<file path="config.mk">
export PLATFORM = sky130hd
export DESIGN_NAME = accumulator_machine_execute_unit_flat
export DESIGN_NICKNAME = d
export VERILOG_FILES = /design/src/hw/rtl/amu_pkg.sv /design/src/hw/rtl/amu_if.sv /design/src/hw/rtl/amu_store.sv /design/src/hw/rtl/amu_alu.sv /design/src/hw/rtl/accumulator_machine_execute_unit.sv /design/src/flat_wrapper.sv
export SDC_FILE = /design/constraint.sdc
export NUM_CORES = 2
export LEC_CHECK = 0
export BUFFER_PORTS_ARGS = -buffer_cell sky130_fd_sc_hd__buf_4
export CAP_MARGIN = 20
export CELL_PAD_IN_SITES_DETAIL_PLACEMENT = 0
export CELL_PAD_IN_SITES_GLOBAL_PLACEMENT = 2
export CORE_MARGIN = 2
export CORE_UTILIZATION = 41
export DETAILED_ROUTE_END_ITERATION = 6
export PLACE_DENSITY_LB_ADDON = 0.1
export SYNTH_ARGS = -nofsm -noshare
export SYNTH_HDL_FRONTEND = slang
export SYNTH_SLANG_ARGS = --single-unit
</file>
<file path="constraint.sdc">
create_clock -name i_clk -period 6.6 [get_ports i_clk]
set_clock_uncertainty 0.05 [all_clocks]
set_input_delay 0.99 -clock i_clk [delete_from_list [all_inputs] [get_ports i_clk]]
set_output_delay 0.99 -clock i_clk [all_outputs]
set_load 0.02 [all_outputs]
</file>
<file path="src/hw/rtl/amu_pkg.sv">
package amu_pkg;

    localparam int ENTRIES_DEF    = 64;
    localparam int DATA_WIDTH_DEF = 32;

    // fixed widths of the word fields
    localparam int OP_W     = 4;
    localparam int FORM_W   = 2;
    localparam int ADDR_W   = 6;
    localparam int VALUE_W  = 32;
    localparam int STATUS_W = 2;

    typedef enum logic [OP_W-1:0] {
        OP_SET   = 4'd0,
        OP_ADD   = 4'd1,
        OP_SUB   = 4'd2,
        OP_MUL   = 4'd3,
        OP_DIV   = 4'd4,
        OP_INC   = 4'd5,
        OP_DEC   = 4'd6,
        OP_MOVE  = 4'd7,
        OP_LOAD  = 4'd8,
        OP_STORE = 4'd9,
        OP_SHOW  = 4'd10
    } t_op;

    typedef enum logic [STATUS_W-1:0] {
        ST_OK   = 2'd0,
        ST_MISS = 2'd1,
        ST_DIV0 = 2'd2
    } t_status;

    typedef enum logic [1:0] {
        FN_ADD = 2'd0,
        FN_SUB = 2'd1,
        FN_MUL = 2'd2,
        FN_DIV = 2'd3
    } t_alu_fn;

    typedef struct packed {
        logic    start;
        t_alu_fn fn;
    } t_alu_ctl;

    typedef enum logic [3:0] {
        S_CLEAR,
        S_IDLE,
        S_RDA,
        S_RDB,
        S_RDC,
        S_CAP,
        S_DEC,
        S_ALU,
        S_WB,
        S_OUT
    } t_state;

endpackage

</file>
<file path="src/hw/rtl/amu_if.sv">
interface amu_cmd_if;
    logic                                valid;
    logic                                ready;
    logic [amu_pkg::OP_W-1:0]            operation;
    logic [amu_pkg::FORM_W-1:0]          form;
    logic [amu_pkg::ADDR_W-1:0]          addr_a;
    logic [amu_pkg::ADDR_W-1:0]          addr_b;
    logic [amu_pkg::ADDR_W-1:0]          addr_c;
    logic signed [amu_pkg::VALUE_W-1:0]  value;
    logic                                show_acc;

    modport source (
        output valid, operation, form, addr_a, addr_b, addr_c, value, show_acc,
        input  ready
    );
    modport sink (
        input  valid, operation, form, addr_a, addr_b, addr_c, value, show_acc,
        output ready
    );
endinterface

interface amu_res_if;
    logic                                valid;
    logic                                ready;
    logic signed [amu_pkg::VALUE_W-1:0]  read_data;
    logic signed [amu_pkg::VALUE_W-1:0]  acc_value;
    logic [amu_pkg::STATUS_W-1:0]        status;

    modport source (
        output valid, read_data, acc_value, status,
        input  ready
    );
    modport sink (
        input  valid, read_data, acc_value, status,
        output ready
    );
endinterface

</file>
<file path="src/hw/rtl/amu_store.sv">
module amu_store #(
    parameter int ENTRIES    = amu_pkg::ENTRIES_DEF,
    parameter int DATA_WIDTH = amu_pkg::DATA_WIDTH_DEF
) (
    input  logic                       i_clk,
    input  logic                       i_rst_n,
    input  logic                       i_we,
    input  logic [$clog2(ENTRIES)-1:0] i_waddr,
    input  logic [DATA_WIDTH-1:0]      i_wdata,
    input  logic [$clog2(ENTRIES)-1:0] i_raddr,
    output logic [DATA_WIDTH-1:0]      o_rdata,
    output logic                       o_rvld,
    output logic                       o_clr_busy
);

    localparam int IDX_W = $clog2(ENTRIES);
    localparam logic [IDX_W-1:0] LAST_IDX = IDX_W'(ENTRIES - 1);

    logic [DATA_WIDTH-1:0] mem_data [ENTRIES];
    logic                  mem_vld  [ENTRIES];

    logic             r_clr_busy;
    logic [IDX_W-1:0] r_clr_idx;

    // valid marks swept to zero after reset, one entry per cycle
    always_ff @(posedge i_clk) begin
        if (!i_rst_n) begin
            r_clr_busy <= 1'b1;
            r_clr_idx  <= '0;
        end else if (r_clr_busy) begin
            r_clr_idx <= r_clr_idx + 1'b1;
            if (r_clr_idx == LAST_IDX) begin
                r_clr_busy <= 1'b0;
            end
        end
    end

    always_ff @(posedge i_clk) begin
        if (r_clr_busy) begin
            mem_vld[r_clr_idx] <= 1'b0;
        end else if (i_we) begin
            mem_vld[i_waddr] <= 1'b1;
        end
        o_rvld <= mem_vld[i_raddr];
    end

    always_ff @(posedge i_clk) begin
        if (i_we) begin
            mem_data[i_waddr] <= i_wdata;
        end
        o_rdata <= mem_data[i_raddr];
    end

    assign o_clr_busy = r_clr_busy;

endmodule

</file>
<file path="src/hw/rtl/amu_alu.sv">
module amu_alu #(
    parameter int DATA_WIDTH = amu_pkg::DATA_WIDTH_DEF
) (
    input  logic                      i_clk,
    input  logic                      i_rst_n,
    input  amu_pkg::t_alu_ctl         i_ctl,
    input  logic [DATA_WIDTH-1:0]     i_x,
    input  logic [DATA_WIDTH-1:0]     i_y,
    output logic [DATA_WIDTH-1:0]     o_result,
    output logic                      o_done
);

    localparam int DW    = DATA_WIDTH;
    localparam int CNT_W = $clog2(DW + 3);
    // div step plan: abs(x), abs(y), DW restoring steps, sign fixup at zero
    localparam logic [CNT_W-1:0] C_DIV_NX = CNT_W'(DW + 2);
    localparam logic [CNT_W-1:0] C_DIV_NY = CNT_W'(DW + 1);
    localparam logic [CNT_W-1:0] C_MUL    = CNT_W'(DW - 1);

    amu_pkg::t_alu_fn r_fn;
    logic             r_busy;
    logic             r_done;
    logic [CNT_W-1:0] r_cnt;
    logic [DW-1:0]    r_p;     // sum, product or remainder
    logic [DW-1:0]    r_q;     // multiplier or quotient
    logic [DW-1:0]    r_d;     // addend, multiplicand or divisor
    logic             r_neg;

    logic [DW:0]   opl;
    logic [DW:0]   opr;
    logic          inv;
    logic [DW+1:0] sum;

    // the one shared adder
    always_comb begin
        opl = {1'b0, r_p};
        opr = {1'b0, r_d};
        inv = 1'b0;
        case (r_fn)
            amu_pkg::FN_SUB: begin
                inv = 1'b1;
            end
            amu_pkg::FN_DIV: begin
                inv = 1'b1;
                if (r_cnt == C_DIV_NX || r_cnt == '0) begin
                    opl = '0;
                    opr = {1'b0, r_q};
                end else if (r_cnt == C_DIV_NY) begin
                    opl = '0;
                end else begin
                    opl = {r_p, r_q[DW-1]};
                end
            end
            default: begin
            end
        endcase
        sum = {1'b0, opl} + {1'b0, opr ^ {(DW+1){inv}}} + (DW+2)'(inv);
    end

    always_ff @(posedge i_clk) begin
        if (!i_rst_n) begin
            r_busy <= 1'b0;
            r_done <= 1'b0;
            r_cnt  <= '0;
            r_fn   <= amu_pkg::FN_ADD;
        end else begin
            r_done <= 1'b0;
            if (i_ctl.start) begin
                r_busy <= 1'b1;
                r_fn   <= i_ctl.fn;
                case (i_ctl.fn)
                    amu_pkg::FN_MUL: r_cnt <= C_MUL;
                    amu_pkg::FN_DIV: r_cnt <= C_DIV_NX;
                    default:         r_cnt <= '0;
                endcase
            end else if (r_busy) begin
                if (r_cnt == '0) begin
                    r_busy <= 1'b0;
                    r_done <= 1'b1;
                end else begin
                    r_cnt <= r_cnt - 1'b1;
                end
            end
        end
    end

    always_ff @(posedge i_clk) begin
        if (i_ctl.start) begin
            r_p   <= (i_ctl.fn == amu_pkg::FN_ADD || i_ctl.fn == amu_pkg::FN_SUB) ? i_x : '0;
            r_q   <= i_x;
            r_d   <= i_y;
            r_neg <= i_x[DW-1] ^ i_y[DW-1];
        end else if (r_busy) begin
            case (r_fn)
                amu_pkg::FN_MUL: begin
                    if (r_q[0]) begin
                        r_p <= sum[DW-1:0];
                    end
                    r_d <= r_d << 1;
                    r_q <= r_q >> 1;
                end
                amu_pkg::FN_DIV: begin
                    if (r_cnt == C_DIV_NX) begin
                        if (r_q[DW-1]) begin
                            r_q <= sum[DW-1:0];
                        end
                    end else if (r_cnt == C_DIV_NY) begin
                        if (r_d[DW-1]) begin
                            r_d <= sum[DW-1:0];
                        end
                    end else if (r_cnt == '0) begin
                        if (r_neg) begin
                            r_q <= sum[DW-1:0];
                        end
                    end else begin
                        // carry out set: partial remainder not below divisor
                        r_p <= sum[DW+1] ? sum[DW-1:0] : opl[DW-1:0];
                        r_q <= {r_q[DW-2:0], sum[DW+1]};
                    end
                end
                default: begin
                    r_p <= sum[DW-1:0];
                end
            endcase
        end
    end

    assign o_result = (r_fn == amu_pkg::FN_DIV) ? r_q : r_p;
    assign o_done   = r_done;

endmodule

</file>
<file path="src/hw/rtl/accumulator_machine_execute_unit.sv">
// Sequence, accept to result valid: RDA, RDB, RDC, CAP, DEC; then set, load, store, show,
// no-op codes and arithmetic that stops on a status go to OUT; move goes through WB; add,
// sub, inc, dec, mul and div wait in ALU until the shared ALU is done, then go through WB.
// A new word is taken only after the last result has been taken; the store's single read
// port (three operand reads) and the bit-per-cycle shared ALU set the pace.
// Reset (i_rst_n low, synchronous): accumulator zero, then a sweep clears the valid
// marks of all ENTRIES entries, during which no command word is taken.
module accumulator_machine_execute_unit #(
    parameter int ENTRIES    = amu_pkg::ENTRIES_DEF,
    parameter int DATA_WIDTH = amu_pkg::DATA_WIDTH_DEF
) (
    input  logic           i_clk,
    input  logic           i_rst_n,
    amu_cmd_if.sink        i_cmd,
    amu_res_if.source      o_res
);

    localparam int IDX_W  = $clog2(ENTRIES);
    localparam int ADDR_N = 2 ** amu_pkg::ADDR_W;
    localparam int DW     = DATA_WIDTH;

    // ------------------------------------------------------------------
    // address reduction: constant table, addr modulo ENTRIES
    // ------------------------------------------------------------------
    logic [IDX_W-1:0] mod_tbl [ADDR_N];

    for (genvar g = 0; g < ADDR_N; g++) begin : g_mod
        localparam int MODV = g % ENTRIES;
        assign mod_tbl[g] = IDX_W'(MODV);
    end

    // ------------------------------------------------------------------
    // state
    // ------------------------------------------------------------------
    amu_pkg::t_state  r_state, n_state;
    amu_pkg::t_op     r_op;
    logic [amu_pkg::FORM_W-1:0] r_form;
    logic [IDX_W-1:0] r_ia, r_ib, r_ic;
    logic [DW-1:0]    r_imm;
    logic             r_show_acc;

    logic [DW-1:0]    r_opa, r_opb;     // store[a], store[b]
    logic             r_va, r_vb, r_vc; // their valid marks, and c's
    logic [DW-1:0]    r_acc, n_acc;
    logic [DW-1:0]    r_rd, n_rd;
    amu_pkg::t_status r_status, n_status;

    logic             accept;

    // store port
    logic             mem_we;
    logic [IDX_W-1:0] mem_waddr;
    logic [DW-1:0]    mem_wdata;
    logic [IDX_W-1:0] mem_raddr;
    logic [DW-1:0]    mem_rdata;
    logic             mem_rvld;
    logic             clr_busy;

    // shared ALU
    amu_pkg::t_alu_ctl alu_ctl;
    logic [DW-1:0]     alu_x, alu_y, alu_res;
    logic              alu_done;

    // operand decode, valid in S_DEC
    logic          is_arith;
    logic          is_incdec;
    logic          miss;
    logic [DW-1:0] x_sel, y_sel, cur;

    assign accept      = i_cmd.valid && i_cmd.ready;
    assign i_cmd.ready = (r_state == amu_pkg::S_IDLE);

    amu_store #(
        .ENTRIES    (ENTRIES),
        .DATA_WIDTH (DATA_WIDTH)
    ) u_store (
        .i_clk      (i_clk),
        .i_rst_n    (i_rst_n),
        .i_we       (mem_we),
        .i_waddr    (mem_waddr),
        .i_wdata    (mem_wdata),
        .i_raddr    (mem_raddr),
        .o_rdata    (mem_rdata),
        .o_rvld     (mem_rvld),
        .o_clr_busy (clr_busy)
    );

    amu_alu #(
        .DATA_WIDTH (DATA_WIDTH)
    ) u_alu (
        .i_clk    (i_clk),
        .i_rst_n  (i_rst_n),
        .i_ctl    (alu_ctl),
        .i_x      (alu_x),
        .i_y      (alu_y),
        .o_result (alu_res),
        .o_done   (alu_done)
    );

    // one operand read per state; the store registers its read data
    always_comb begin
        case (r_state)
            amu_pkg::S_RDB: mem_raddr = r_ib;
            amu_pkg::S_RDC: mem_raddr = r_ic;
            default:        mem_raddr = r_ia;
        endcase
    end

    always_comb begin
        is_arith  = (r_op == amu_pkg::OP_ADD) || (r_op == amu_pkg::OP_SUB) ||
                    (r_op == amu_pkg::OP_MUL) || (r_op == amu_pkg::OP_DIV);
        is_incdec = (r_op == amu_pkg::OP_INC) || (r_op == amu_pkg::OP_DEC);
        // form 3 also needs the destination marked
        miss      = !r_va || (r_form[1] && !r_vb) || (r_form == 2'd3 && !r_vc);
        x_sel     = (r_form == 2'd1) ? r_acc : r_opa;
        y_sel     = (r_form == 2'd1) ? r_opa : r_opb;
        cur       = r_va ? r_opa : '0;   // inc, dec, move read unwritten as zero
        alu_x     = is_incdec ? cur : x_sel;
        alu_y     = is_incdec ? DW'(1) : y_sel;
    end

    // ------------------------------------------------------------------
    // sequencer: next state
    // ------------------------------------------------------------------
    always_comb begin
        n_state = r_state;
        unique case (r_state)
            amu_pkg::S_CLEAR: begin
                if (!clr_busy) begin
                    n_state = amu_pkg::S_IDLE;
                end
            end
            amu_pkg::S_IDLE: begin
                if (accept) begin
                    n_state = amu_pkg::S_RDA;
                end
            end
            amu_pkg::S_RDA: n_state = amu_pkg::S_RDB;
            amu_pkg::S_RDB: n_state = amu_pkg::S_RDC;
            amu_pkg::S_RDC: n_state = amu_pkg::S_CAP;
            amu_pkg::S_CAP: n_state = amu_pkg::S_DEC;
            amu_pkg::S_DEC: begin
                unique case (r_op) inside
                    amu_pkg::OP_ADD, amu_pkg::OP_SUB, amu_pkg::OP_MUL,
                    amu_pkg::OP_DIV: begin
                        if (r_form == 2'd0 || miss) begin
                            n_state = amu_pkg::S_OUT;
                        end else if (r_op == amu_pkg::OP_DIV && y_sel == '0) begin
                            n_state = amu_pkg::S_OUT;
                        end else begin
                            n_state = amu_pkg::S_ALU;
                        end
                    end
                    amu_pkg::OP_INC, amu_pkg::OP_DEC: n_state = amu_pkg::S_ALU;
                    amu_pkg::OP_MOVE:                 n_state = amu_pkg::S_WB;
                    default:                          n_state = amu_pkg::S_OUT;
                endcase
            end
            amu_pkg::S_ALU: begin
                if (alu_done) begin
                    n_state = amu_pkg::S_WB;
                end
            end
            amu_pkg::S_WB: n_state = amu_pkg::S_OUT;
            amu_pkg::S_OUT: begin
                if (o_res.ready) begin
                    n_state = amu_pkg::S_IDLE;
                end
            end
            default: n_state = amu_pkg::S_IDLE;
        endcase
    end

    // ------------------------------------------------------------------
    // sequencer: datapath controls
    // ------------------------------------------------------------------
    always_comb begin
        n_acc       = r_acc;
        n_rd        = r_rd;
        n_status    = r_status;
        mem_we      = 1'b0;
        mem_waddr   = r_ia;
        mem_wdata   = alu_res;
        alu_ctl     = '{start: 1'b0, fn: amu_pkg::FN_ADD};
        unique case (r_state)
            amu_pkg::S_IDLE: begin
                if (accept) begin
                    n_rd     = '0;
                    n_status = amu_pkg::ST_OK;
                end
            end
            amu_pkg::S_DEC: begin
                unique case (r_op) inside
                    amu_pkg::OP_SET: begin
                        mem_we    = 1'b1;
                        mem_wdata = r_imm;
                    end
                    amu_pkg::OP_ADD, amu_pkg::OP_SUB, amu_pkg::OP_MUL,
                    amu_pkg::OP_DIV: begin
                        if (r_form == 2'd0) begin
                            n_status = amu_pkg::ST_OK;
                        end else if (miss) begin
                            n_status = amu_pkg::ST_MISS;
                        end else if (r_op == amu_pkg::OP_DIV && y_sel == '0) begin
                            n_status = amu_pkg::ST_DIV0;
                        end else begin
                            alu_ctl.start = 1'b1;
                            case (r_op)
                                amu_pkg::OP_SUB: alu_ctl.fn = amu_pkg::FN_SUB;
                                amu_pkg::OP_MUL: alu_ctl.fn = amu_pkg::FN_MUL;
                                amu_pkg::OP_DIV: alu_ctl.fn = amu_pkg::FN_DIV;
                                default:         alu_ctl.fn = amu_pkg::FN_ADD;
                            endcase
                        end
                    end
                    amu_pkg::OP_INC, amu_pkg::OP_DEC: begin
                        alu_ctl.start = 1'b1;
                        alu_ctl.fn    = (r_op == amu_pkg::OP_DEC) ? amu_pkg::FN_SUB
                                                                  : amu_pkg::FN_ADD;
                    end
                    amu_pkg::OP_MOVE: begin
                        // b first, so a == b ends as zero after write-back
                        mem_we    = 1'b1;
                        mem_waddr = r_ib;
                        mem_wdata = cur;
                    end
                    amu_pkg::OP_LOAD: begin
                        if (r_va) begin
                            n_acc = r_opa;
                        end else begin
                            n_status = amu_pkg::ST_MISS;
                        end
                    end
                    amu_pkg::OP_STORE: begin
                        mem_we    = 1'b1;
                        mem_wdata = r_acc;
                    end
                    amu_pkg::OP_SHOW: begin
                        if (r_show_acc) begin
                            n_rd = r_acc;
                        end else if (r_va) begin
                            n_rd = r_opa;
                        end else begin
                            n_status = amu_pkg::ST_MISS;
                        end
                    end
                    default: begin
                    end
                endcase
            end
            amu_pkg::S_WB: begin
                if (r_op == amu_pkg::OP_MOVE) begin
                    mem_we    = 1'b1;
                    mem_wdata = '0;
                end else begin
                    n_acc = alu_res;
                    if (is_incdec) begin
                        mem_we = 1'b1;
                    end else if (is_arith && r_form == 2'd3) begin
                        mem_we    = 1'b1;
                        mem_waddr = r_ic;
                    end
                end
            end
            default: begin
            end
        endcase
    end

    // ------------------------------------------------------------------
    // registers
    // ------------------------------------------------------------------
    always_ff @(posedge i_clk) begin
        if (!i_rst_n) begin
            r_state  <= amu_pkg::S_CLEAR;
            r_acc    <= '0;
            r_status <= amu_pkg::ST_OK;
        end else begin
            r_state  <= n_state;
            r_acc    <= n_acc;
            r_status <= n_status;
        end
    end

    always_ff @(posedge i_clk) begin
        r_rd <= n_rd;
        if (accept) begin
            r_op       <= amu_pkg::t_op'(i_cmd.operation);
            r_form     <= i_cmd.form;
            r_ia       <= mod_tbl[i_cmd.addr_a];
            r_ib       <= mod_tbl[i_cmd.addr_b];
            r_ic       <= mod_tbl[i_cmd.addr_c];
            r_imm      <= DW'(i_cmd.value);   // sign-extends or truncates
            r_show_acc <= i_cmd.show_acc;
        end
        if (r_state == amu_pkg::S_RDB) begin
            r_opa <= mem_rdata;
            r_va  <= mem_rvld;
        end
        if (r_state == amu_pkg::S_RDC) begin
            r_opb <= mem_rdata;
            r_vb  <= mem_rvld;
        end
        if (r_state == amu_pkg::S_CAP) begin
            r_vc <= mem_rvld;
        end
    end

    // result word straight from registers; values zero-extend past DATA_WIDTH
    assign o_res.valid     = (r_state == amu_pkg::S_OUT);
    assign o_res.read_data = amu_pkg::VALUE_W'(r_rd);
    assign o_res.acc_value = amu_pkg::VALUE_W'(r_acc);
    assign o_res.status    = r_status;

`ifndef SYNTHESIS
    // a new command never completes in the very next cycle
    a_no_early_result: assert property (@(posedge i_clk) disable iff (!i_rst_n)
        accept |=> !o_res.valid)
        else $error("result valid one cycle after accept");

    // the ALU only finishes while the sequencer waits for it
    a_alu_done_in_wait: assert property (@(posedge i_clk) disable iff (!i_rst_n)
        alu_done |-> (r_state == amu_pkg::S_ALU))
        else $error("ALU done outside wait state");

    // no store write may race the valid-mark sweep
    a_no_write_in_clear: assert property (@(posedge i_clk) disable iff (!i_rst_n)
        clr_busy |-> !mem_we)
        else $error("store written during clearing sweep");

    // divide-by-zero status only comes from a div command
    a_div0_only_div: assert property (@(posedge i_clk) disable iff (!i_rst_n)
        (o_res.valid && r_status == amu_pkg::ST_DIV0) |-> (r_op == amu_pkg::OP_DIV))
        else $error("div-by-zero status on non-div command");
`endif

endmodule
</file>
<file path="src/flat_wrapper.sv">
// flat-port wrapper written by rule: the top's interface ports become plain ports
module accumulator_machine_execute_unit_flat 
#(
    parameter int ENTRIES    = amu_pkg::ENTRIES_DEF,
    parameter int DATA_WIDTH = amu_pkg::DATA_WIDTH_DEF
)
  (i_clk, i_rst_n, i_cmd_valid, i_cmd_operation, i_cmd_form, i_cmd_addr_a, i_cmd_addr_b, i_cmd_addr_c, i_cmd_value, i_cmd_show_acc, i_cmd_ready, o_res_valid, o_res_read_data, o_res_acc_value, o_res_status, o_res_ready);
  amu_cmd_if i_cmd_i ();
  amu_res_if o_res_i ();
  input  logic i_clk;
  input  logic i_rst_n;
  input wire logic [$bits(i_cmd_i.valid)-1:0] i_cmd_valid;
  input wire logic [$bits(i_cmd_i.operation)-1:0] i_cmd_operation;
  input wire logic [$bits(i_cmd_i.form)-1:0] i_cmd_form;
  input wire logic [$bits(i_cmd_i.addr_a)-1:0] i_cmd_addr_a;
  input wire logic [$bits(i_cmd_i.addr_b)-1:0] i_cmd_addr_b;
  input wire logic [$bits(i_cmd_i.addr_c)-1:0] i_cmd_addr_c;
  input wire logic [$bits(i_cmd_i.value)-1:0] i_cmd_value;
  input wire logic [$bits(i_cmd_i.show_acc)-1:0] i_cmd_show_acc;
  output wire logic [$bits(i_cmd_i.ready)-1:0] i_cmd_ready;
  output wire logic [$bits(o_res_i.valid)-1:0] o_res_valid;
  output wire logic [$bits(o_res_i.read_data)-1:0] o_res_read_data;
  output wire logic [$bits(o_res_i.acc_value)-1:0] o_res_acc_value;
  output wire logic [$bits(o_res_i.status)-1:0] o_res_status;
  input wire logic [$bits(o_res_i.ready)-1:0] o_res_ready;
  assign i_cmd_i.valid = i_cmd_valid;
  assign i_cmd_i.operation = i_cmd_operation;
  assign i_cmd_i.form = i_cmd_form;
  assign i_cmd_i.addr_a = i_cmd_addr_a;
  assign i_cmd_i.addr_b = i_cmd_addr_b;
  assign i_cmd_i.addr_c = i_cmd_addr_c;
  assign i_cmd_i.value = i_cmd_value;
  assign i_cmd_i.show_acc = i_cmd_show_acc;
  assign i_cmd_ready = i_cmd_i.ready;
  assign o_res_valid = o_res_i.valid;
  assign o_res_read_data = o_res_i.read_data;
  assign o_res_acc_value = o_res_i.acc_value;
  assign o_res_status = o_res_i.status;
  assign o_res_i.ready = o_res_ready;
  accumulator_machine_execute_unit #(.ENTRIES(ENTRIES), .DATA_WIDTH(DATA_WIDTH)) u_core (.i_clk(i_clk), .i_rst_n(i_rst_n), .i_cmd(i_cmd_i), .o_res(o_res_i));
endmodule
</file>
# == Word-level counts from Yosys, hierarchy flattened ==
# Memories as Yosys holds them, arrays and structs flattened. A register that Yosys moved wholly into a read port is not among the register bits.
# Cells that the tools add are included.
# word_totals
n_memories,5
mem_bits_ro,1152
out_inout_bits,68
input_bits,61
mem_bits_rw,2112
wordCells,235
register_bits,290
# mem_list
name,depth,word_bits,read_ports,rd_clocked_by_memory_dff,wr,line,rtl
u_core.u_store.mem_data,64,32,1,1,1,amu_store.sv:19,logic [DATA_WIDTH-1:0] mem_data [ENTRIES];
(name not given),64,6,1,1,0,accumulator_machine_execute_unit.sv:292,r_ic <= mod_tbl[i_cmd.addr_c];
(name not given),64,6,1,1,0,accumulator_machine_execute_unit.sv:290,r_ia <= mod_tbl[i_cmd.addr_a];
(name not given),64,6,1,1,0,accumulator_machine_execute_unit.sv:291,r_ib <= mod_tbl[i_cmd.addr_b];
u_core.u_store.mem_vld,64,1,1,1,1,amu_store.sv:20,logic mem_vld [ENTRIES];
# classes
n_reduce_logical,43
eq_ne,52
n_addsub,4
n_bitwise,7
n_mux,99
# ops
op,count
2-to-1 mux 32 bit,35
one-hot mux 32 bit (2 select lines),6
2-to-1 mux 33 bit,3
one-hot mux 32 bit (3 select lines),1
2-to-1 mux 6 bit,8
one-hot mux 4 bit (10 select lines),1
one-hot mux 6 bit (2 select lines),3
adder 33 x 33 -> 34 bit,1
adder 34 x 1 -> 34 bit,1
bitwise XOR 33 bit,1
equality test 4 x 3 -> 1 bit (second input constant),8
zero test 32 bit,1
2-to-1 mux 4 bit,6
NOT 6 -> 7 bit,3
equality test 4 bit (second input constant),5
2-to-1 mux 1 bit,20
AND reduction 4 bit,5
AND reduction 5 bit,4
equality test 6 bit (second input constant),3
!= test 3 x 2 -> 1 bit (second input constant),6
equality test 4 x 2 -> 1 bit (second input constant),4
2-to-1 mux 2 bit,6
2-to-1 mux 3 bit,4
one-hot mux 2 bit (3 select lines),2
32 further kinds,68

# == Longest topological paths before layout ==
# logic_depth
word_depth,14
depth_mapped,20
mapped_depth_nobuf,19

# == Modules after synthesis ==
# A second synthesis with hierarchy kept.
# unflattened
cells_unflattened,5655
hier_area_um2,100796.7
# by_module_without_submodules
module,seq_area_each_um2,cells_per_inst,area_each_um2,instances
amu_store,64221.6,3649,82049.9,1
accumulator_machine_execute_unit,5445.2,861,9400.3,1
amu_alu,3113.0,1145,9346.5,1

# == Least setup slack after synthesis ==
# No wires, ideal clock.
# synth_timing
path_type,flip-flop to flip-flop
start,register u_core.r_state[0]
end,"memory u_core.u_store.mem_data[0][19] (netlist bit), data pin"
synth_period_minus_slack_ns,4.893
arrival_ns,4.142
path_slack_ns,1.707
required_ns,5.848
path_buffers,4
stages_incl_launch_ff,9
setup_time_ns,0.702
cell_sequence,dfxtp_1 clkbuf_1 nand2b_1 or2_0 clkbuf_1 o21ai_0 clkbuf_1 clkbuf_1 o21ai_0
# synth_between
elab_chain_len,2
elab_cells_between_ends,3
classes_between,eq/ne: 2; mux: 1
# synth_lines
element,line,rtl
from (decl),accumulator_machine_execute_unit.sv:35,"amu_pkg::t_state r_state, n_state;"
from (signal assigned),accumulator_machine_execute_unit.sv:275,r_state <= amu_pkg::S_CLEAR;
from (signal assigned),accumulator_machine_execute_unit.sv:279,r_state <= n_state;
equality test 4 bit / equality test 4 x 3 -> 1 bit (equally long branches),accumulator_machine_execute_unit.sv:185,unique case (r_state)
one-hot mux 32 bit (2 select lines) (*),accumulator_machine_execute_unit.sv:185,
net u_core.mem_wdata[19],accumulator_machine_execute_unit.sv:53,logic [DW-1:0] mem_wdata;
to (decl),amu_store.sv:19,
# The timed path passes the listed nets; every way through them passes the cells marked *.

# == Worst setup path after layout ==
# layout_timing
start,register u_core.u_alu.r_cnt[0]
end,"register u_core.u_alu.r_p[1], data pin"
# layout_between
elab_chain_len,14
elab_cells_between_ends,20
classes_between,add/sub: 2; eq/ne: 2; mux: 13; bitwise: 1; reduce/logical: 2
# layout_lines
element,line,rtl
from (decl),amu_alu.sv:23,logic [CNT_W-1:0] r_cnt;
from (signal assigned),amu_alu.sv:81,r_cnt <= r_cnt - 1'b1;
equality test 6 bit / zero test 6 bit (equally long branches),amu_alu.sv:45,if (r_cnt == C_DIV_NX || r_cnt == '0) begin
logical OR 1 bit,amu_alu.sv:45,
2-to-1 mux 32 bit,amu_alu.sv:45,
2-to-1 mux 32 bit,amu_alu.sv:39,case (r_fn)
bitwise XOR 33 bit,amu_alu.sv:57,"sum = {1'b0, opl} + {1'b0, opr ^ {(DW+1){inv}}} + (DW+2)'(inv);"
adder 33 x 33 -> 34 bit,amu_alu.sv:57,
adder 34 x 1 -> 34 bit,amu_alu.sv:57,
2-to-1 mux 32 bit,amu_alu.sv:117,r_p <= sum[DW+1] ? sum[DW-1:0] : opl[DW-1:0];
2-to-1 mux 32 bit,amu_alu.sv:111,end else if (r_cnt == '0) begin
2-to-1 mux 32 bit,amu_alu.sv:107,end else if (r_cnt == C_DIV_NY) begin
2-to-1 mux 32 bit,amu_alu.sv:103,if (r_cnt == C_DIV_NX) begin
one-hot mux 32 bit (2 select lines) (*),amu_alu.sv:94,case (r_fn)
2-to-1 mux 32 bit (*),amu_alu.sv:93,end else if (r_busy) begin
2-to-1 mux 32 bit (*),amu_alu.sv:88,if (i_ctl.start) begin
to (signal assigned),amu_alu.sv:89,r_p <= (i_ctl.fn == amu_pkg::FN_ADD || i_ctl.fn == amu_pkg::FN_SUB) ? i_x : '0;
to (signal assigned),amu_alu.sv:97,r_p <= sum[DW-1:0];
to (signal assigned),amu_alu.sv:117,
to (decl),amu_alu.sv:24,logic [DW-1:0] r_p;
# Mark *: on every way between the ends. The rest lies on a longest branch, timed or not. The select of a mux whose other input is x is not followed.
# A chain may end at the register's enable or synchronous reset.

==> results.json <==
{
  "cts-root-buf": "clkbuf_16",
  "dp_hpwl_um": 214000,
  "syn_nets": 8446,
  "crit_fanout": 31,
  "cts_resized": 0,
  "routed_via_density": 5.96,
  "crit_required_ps": 7270,
  "ios": 129,
  "gp_congestion": 0.869,
  "grt_setup_unrepaired": "no",
  "cts_tree": "yes",
  "drt_iter0_markers": 8777,
  "synth_ff_type": "edfxtp_1",
  "syn2layout_area_growth_pct": 14.6,
  "ys_seq_area_share_pct": 70.4,
  "antenna_left": 0,
  "fp.coreArea_um2": 251000,
  "antenna_found_initial": 20,
  "synth_edf_count": 2365,
  "setup_tns_ps": 0,
  "peakVddDrop_mv": 0.263,
  "outcome": "finished clean",
  "tightest_slew_ps": 1240,
  "initial_core_util_pct": 41.2,
  "hold_ws_ps": 199,
  "maxSlewHeadroom_pct": 16.8,
  "wl_per_cell_um": 30.3,
  "cp-end-kind": "register",
  "timing.final.max_slew_violations": 0,
  "numCtsBuffers": 290,
  "cts_max_level": 5,
  "die-width_um": 506,
  "post-route-util_pct": 47.2,
  "ys_seq_elements": 2453,
  "arrival_ps": 6530,
  "period_minus_slack_ps": 5860,
  "first_pass_iters": 7,
  "clock_path_buffers": 4,
  "worstSkewPairLatency_ps": 930,
  "maxCapViolCount": 0,
  "ys_warn_count": 0,
  "power.leakage_nw": 40.3,
  "grt_overflow_total": 0,
  "setup_violations": 0,
  "hold_viol": 0,
  "postSynthCellCount": 8348,
  "vias": 71800,
  "p_per_area_nw_per_um2": 268,
  "grt_first_pass_wirelength_um": 517000,
  "grt_max_degree": 131,
  "die-area_um2": 256000,
  "synthArstFlopShare_pct": 0,
  "ys_types": 85,
  "io_buffers": 128,
  "start_kind": "register",
  "drt_wl_total_um": 365000,
  "clock.fmax_mhz": 171,
  "fin_crit_sh_pct": 88.8,
  "rows": 184,
  "remaining_drc_errors": 0,
  "clock_sinks": 2453,
  "syn_area_um2": 103000,
  "hp-class": "in -> reg",
  "post_cts_buffers": 0,
  "path_class": "reg -> reg",
  "avgSynthCellArea_um2": 12.4,
  "grt_pass1_vias": 68800,
  "fp.dieH_um": 506,
  "holdBufCountCts": 0,
  "drive_gt1_share_pct": 11.3,
  "nets": 8586,
  "clkTransAtPathRegs_ps": 60,
  "track_usage_pct": 27.7
}
cell usage in the layout, fill, tap and decap left out, types with 14 or more instances in the layout:
cell,n
a2111oi_2,16
a211oi_1,108
a21o_1,28
a21oi_1,151
a221o_1,36
a221oi_1,32
a222oi_1,32
a22o_1,47
a22oi_1,53
a311oi_1,322
a31oi_1,119
a32o_1,16
and3_1,200
buf_12,55
buf_4,383
clkbuf_1,79
clkbuf_16,299
clkinv_1,58
clkinv_2,31
dfxtp_1,87
edfxtp_1,2365
ha_1,36
inv_1,14
mux2i_1,94
nand2_1,2221
nand2b_1,15
nand3_1,883
nand4_1,32
nor2_1,296
nor2_4,69
nor3_1,33
nor4_1,34
o211ai_1,16
o21ai_0,91
o21ai_4,30
o221ai_1,18
or3_1,19
xnor2_1,46
xor2_1,14
registers in the layout, indices dropped and copies added (netlist names), 32 cells and up:
signal / cells
u_core.r_opa: 32
u_core.u_store.mem_vld: 64
u_core.u_store.o_rdata: 32
u_core.r_opb: 32
u_core.u_alu.r_q: 32
u_core.r_imm: 32
u_core.u_alu.r_d: 32
u_core.o_res.read_data: 32
u_core.u_store.mem_data: 2048
u_core.u_alu.r_p: 32
u_core.o_res.acc_value: 32
cells by family after synthesis:
logic type | Yosys count | synth area share (%)
buffers and inverters | 612 | 2.68
AO/OA/AOI/OAI | 1200 | 8.80
XOR/XNOR | 60 | 0.508
flip-flops | 2453 | 70.4
adder cells (fa/ha/maj) | 37 | 0.455
AND/OR/NAND/NOR | 3887 | 16.2
multiplexers | 99 | 0.964
cells in the mapped netlist, types with 88 or more instances:
cell type  instances  area [um2]
edfxtp_1        2365       71000
nand2_1         2227        8360
nand3_1          883        4420
nor2_1           371        1390
a311oi_1         324        2840
clkbuf_1         301        1130
buf_2            214        1070
and3_1           201        1260
a21oi_1          152         761
o21ai_0          122         611
a31oi_1          119         744
a211oi_1         108         811
mux2i_1           94         941
dfxtp_1           88        1760
area by class of cell:
cell class / count / area, um2
Clock inverter: 104 / 697
Tap cell: 3348 / 4190
Clock buffer: 382 / 7830
Multi-Input combinational cell: 5283 / 28900
Antenna cell: 6 / 15.0
Sequential cell: 2453 / 72800
Timing Repair Buffer: 441 / 4000
Fill cell: 22500 / 133000
Inverter: 19 / 72.6
report_power, final:
group | internal [mW] | switching, mW | total (mW)
clock network | 8.63 | 6.22 | 14.9
registers | 16.8 | 0.00327 | 16.8
logic | 0.0289 | 0.0352 | 0.0641
critical path, cell delays in order (launching register included):
cell and delay (ps):
dfxtp_1 350, inv_1 130, ha_1 240, mux2_2 260, nand2_1 340, nor2_4 640
buf_4 370, mux2i_1 280, xnor2_1 100, ha_1 440, a21o_1 200, a21o_1 170
a21oi_1 270, nor2_1 110, o211ai_1 170, nand3_1 150, a311oi_4 390, buf_4 420
mux2_2 380, o22ai_1 150
per-stage QoR:
| step | total power [mW] | area, um2 | cells | worst slack (ps) |
|---|---|---|---|---|
| 2_1_floorplan | 17.2 | 103000 | 8348 | 1710 |
| 3_3_place_gp | 17.2 | 110000 | 11500 | 1030 |
| 3_5_place_dp | 17.2 | 110000 | 11500 | 875 |
| 4_1_cts | 32.0 | 118000 | 12000 | 829 |
| 5_1_grt | 32.5 | 119000 | 12000 | 445 |
| 6_report | 31.7 | 119000 | 12000 | 737 |
path summary, 6_finish.rpt:
kind | slack (ps) | cells after the start | startpoint | to
max reg2reg | 740 | 19 | u_core.u_alu.r_cnt[0] | u_core.u_alu.r_p[1]
max | 740 | 19 | u_core.u_alu.r_cnt[0] | u_core.u_alu.r_p[1]
min | 200 | 1 | i_cmd_value[15] | u_core.r_imm[15]
min reg2reg | 370 | 0 | u_core.u_store.o_rdata[0] | u_core.r_opb[0]
per-layer routing:
metal	wire (um)	GRT usage, %	share of wire [%]
met1	163000	40.8	45
met2	163000	42.1	45
met3	26500	4.26	7.3
met4	12300	8.93	3.4
met5	40	0	0.011
Note: power is estimated with default switching activity, not from simulation.
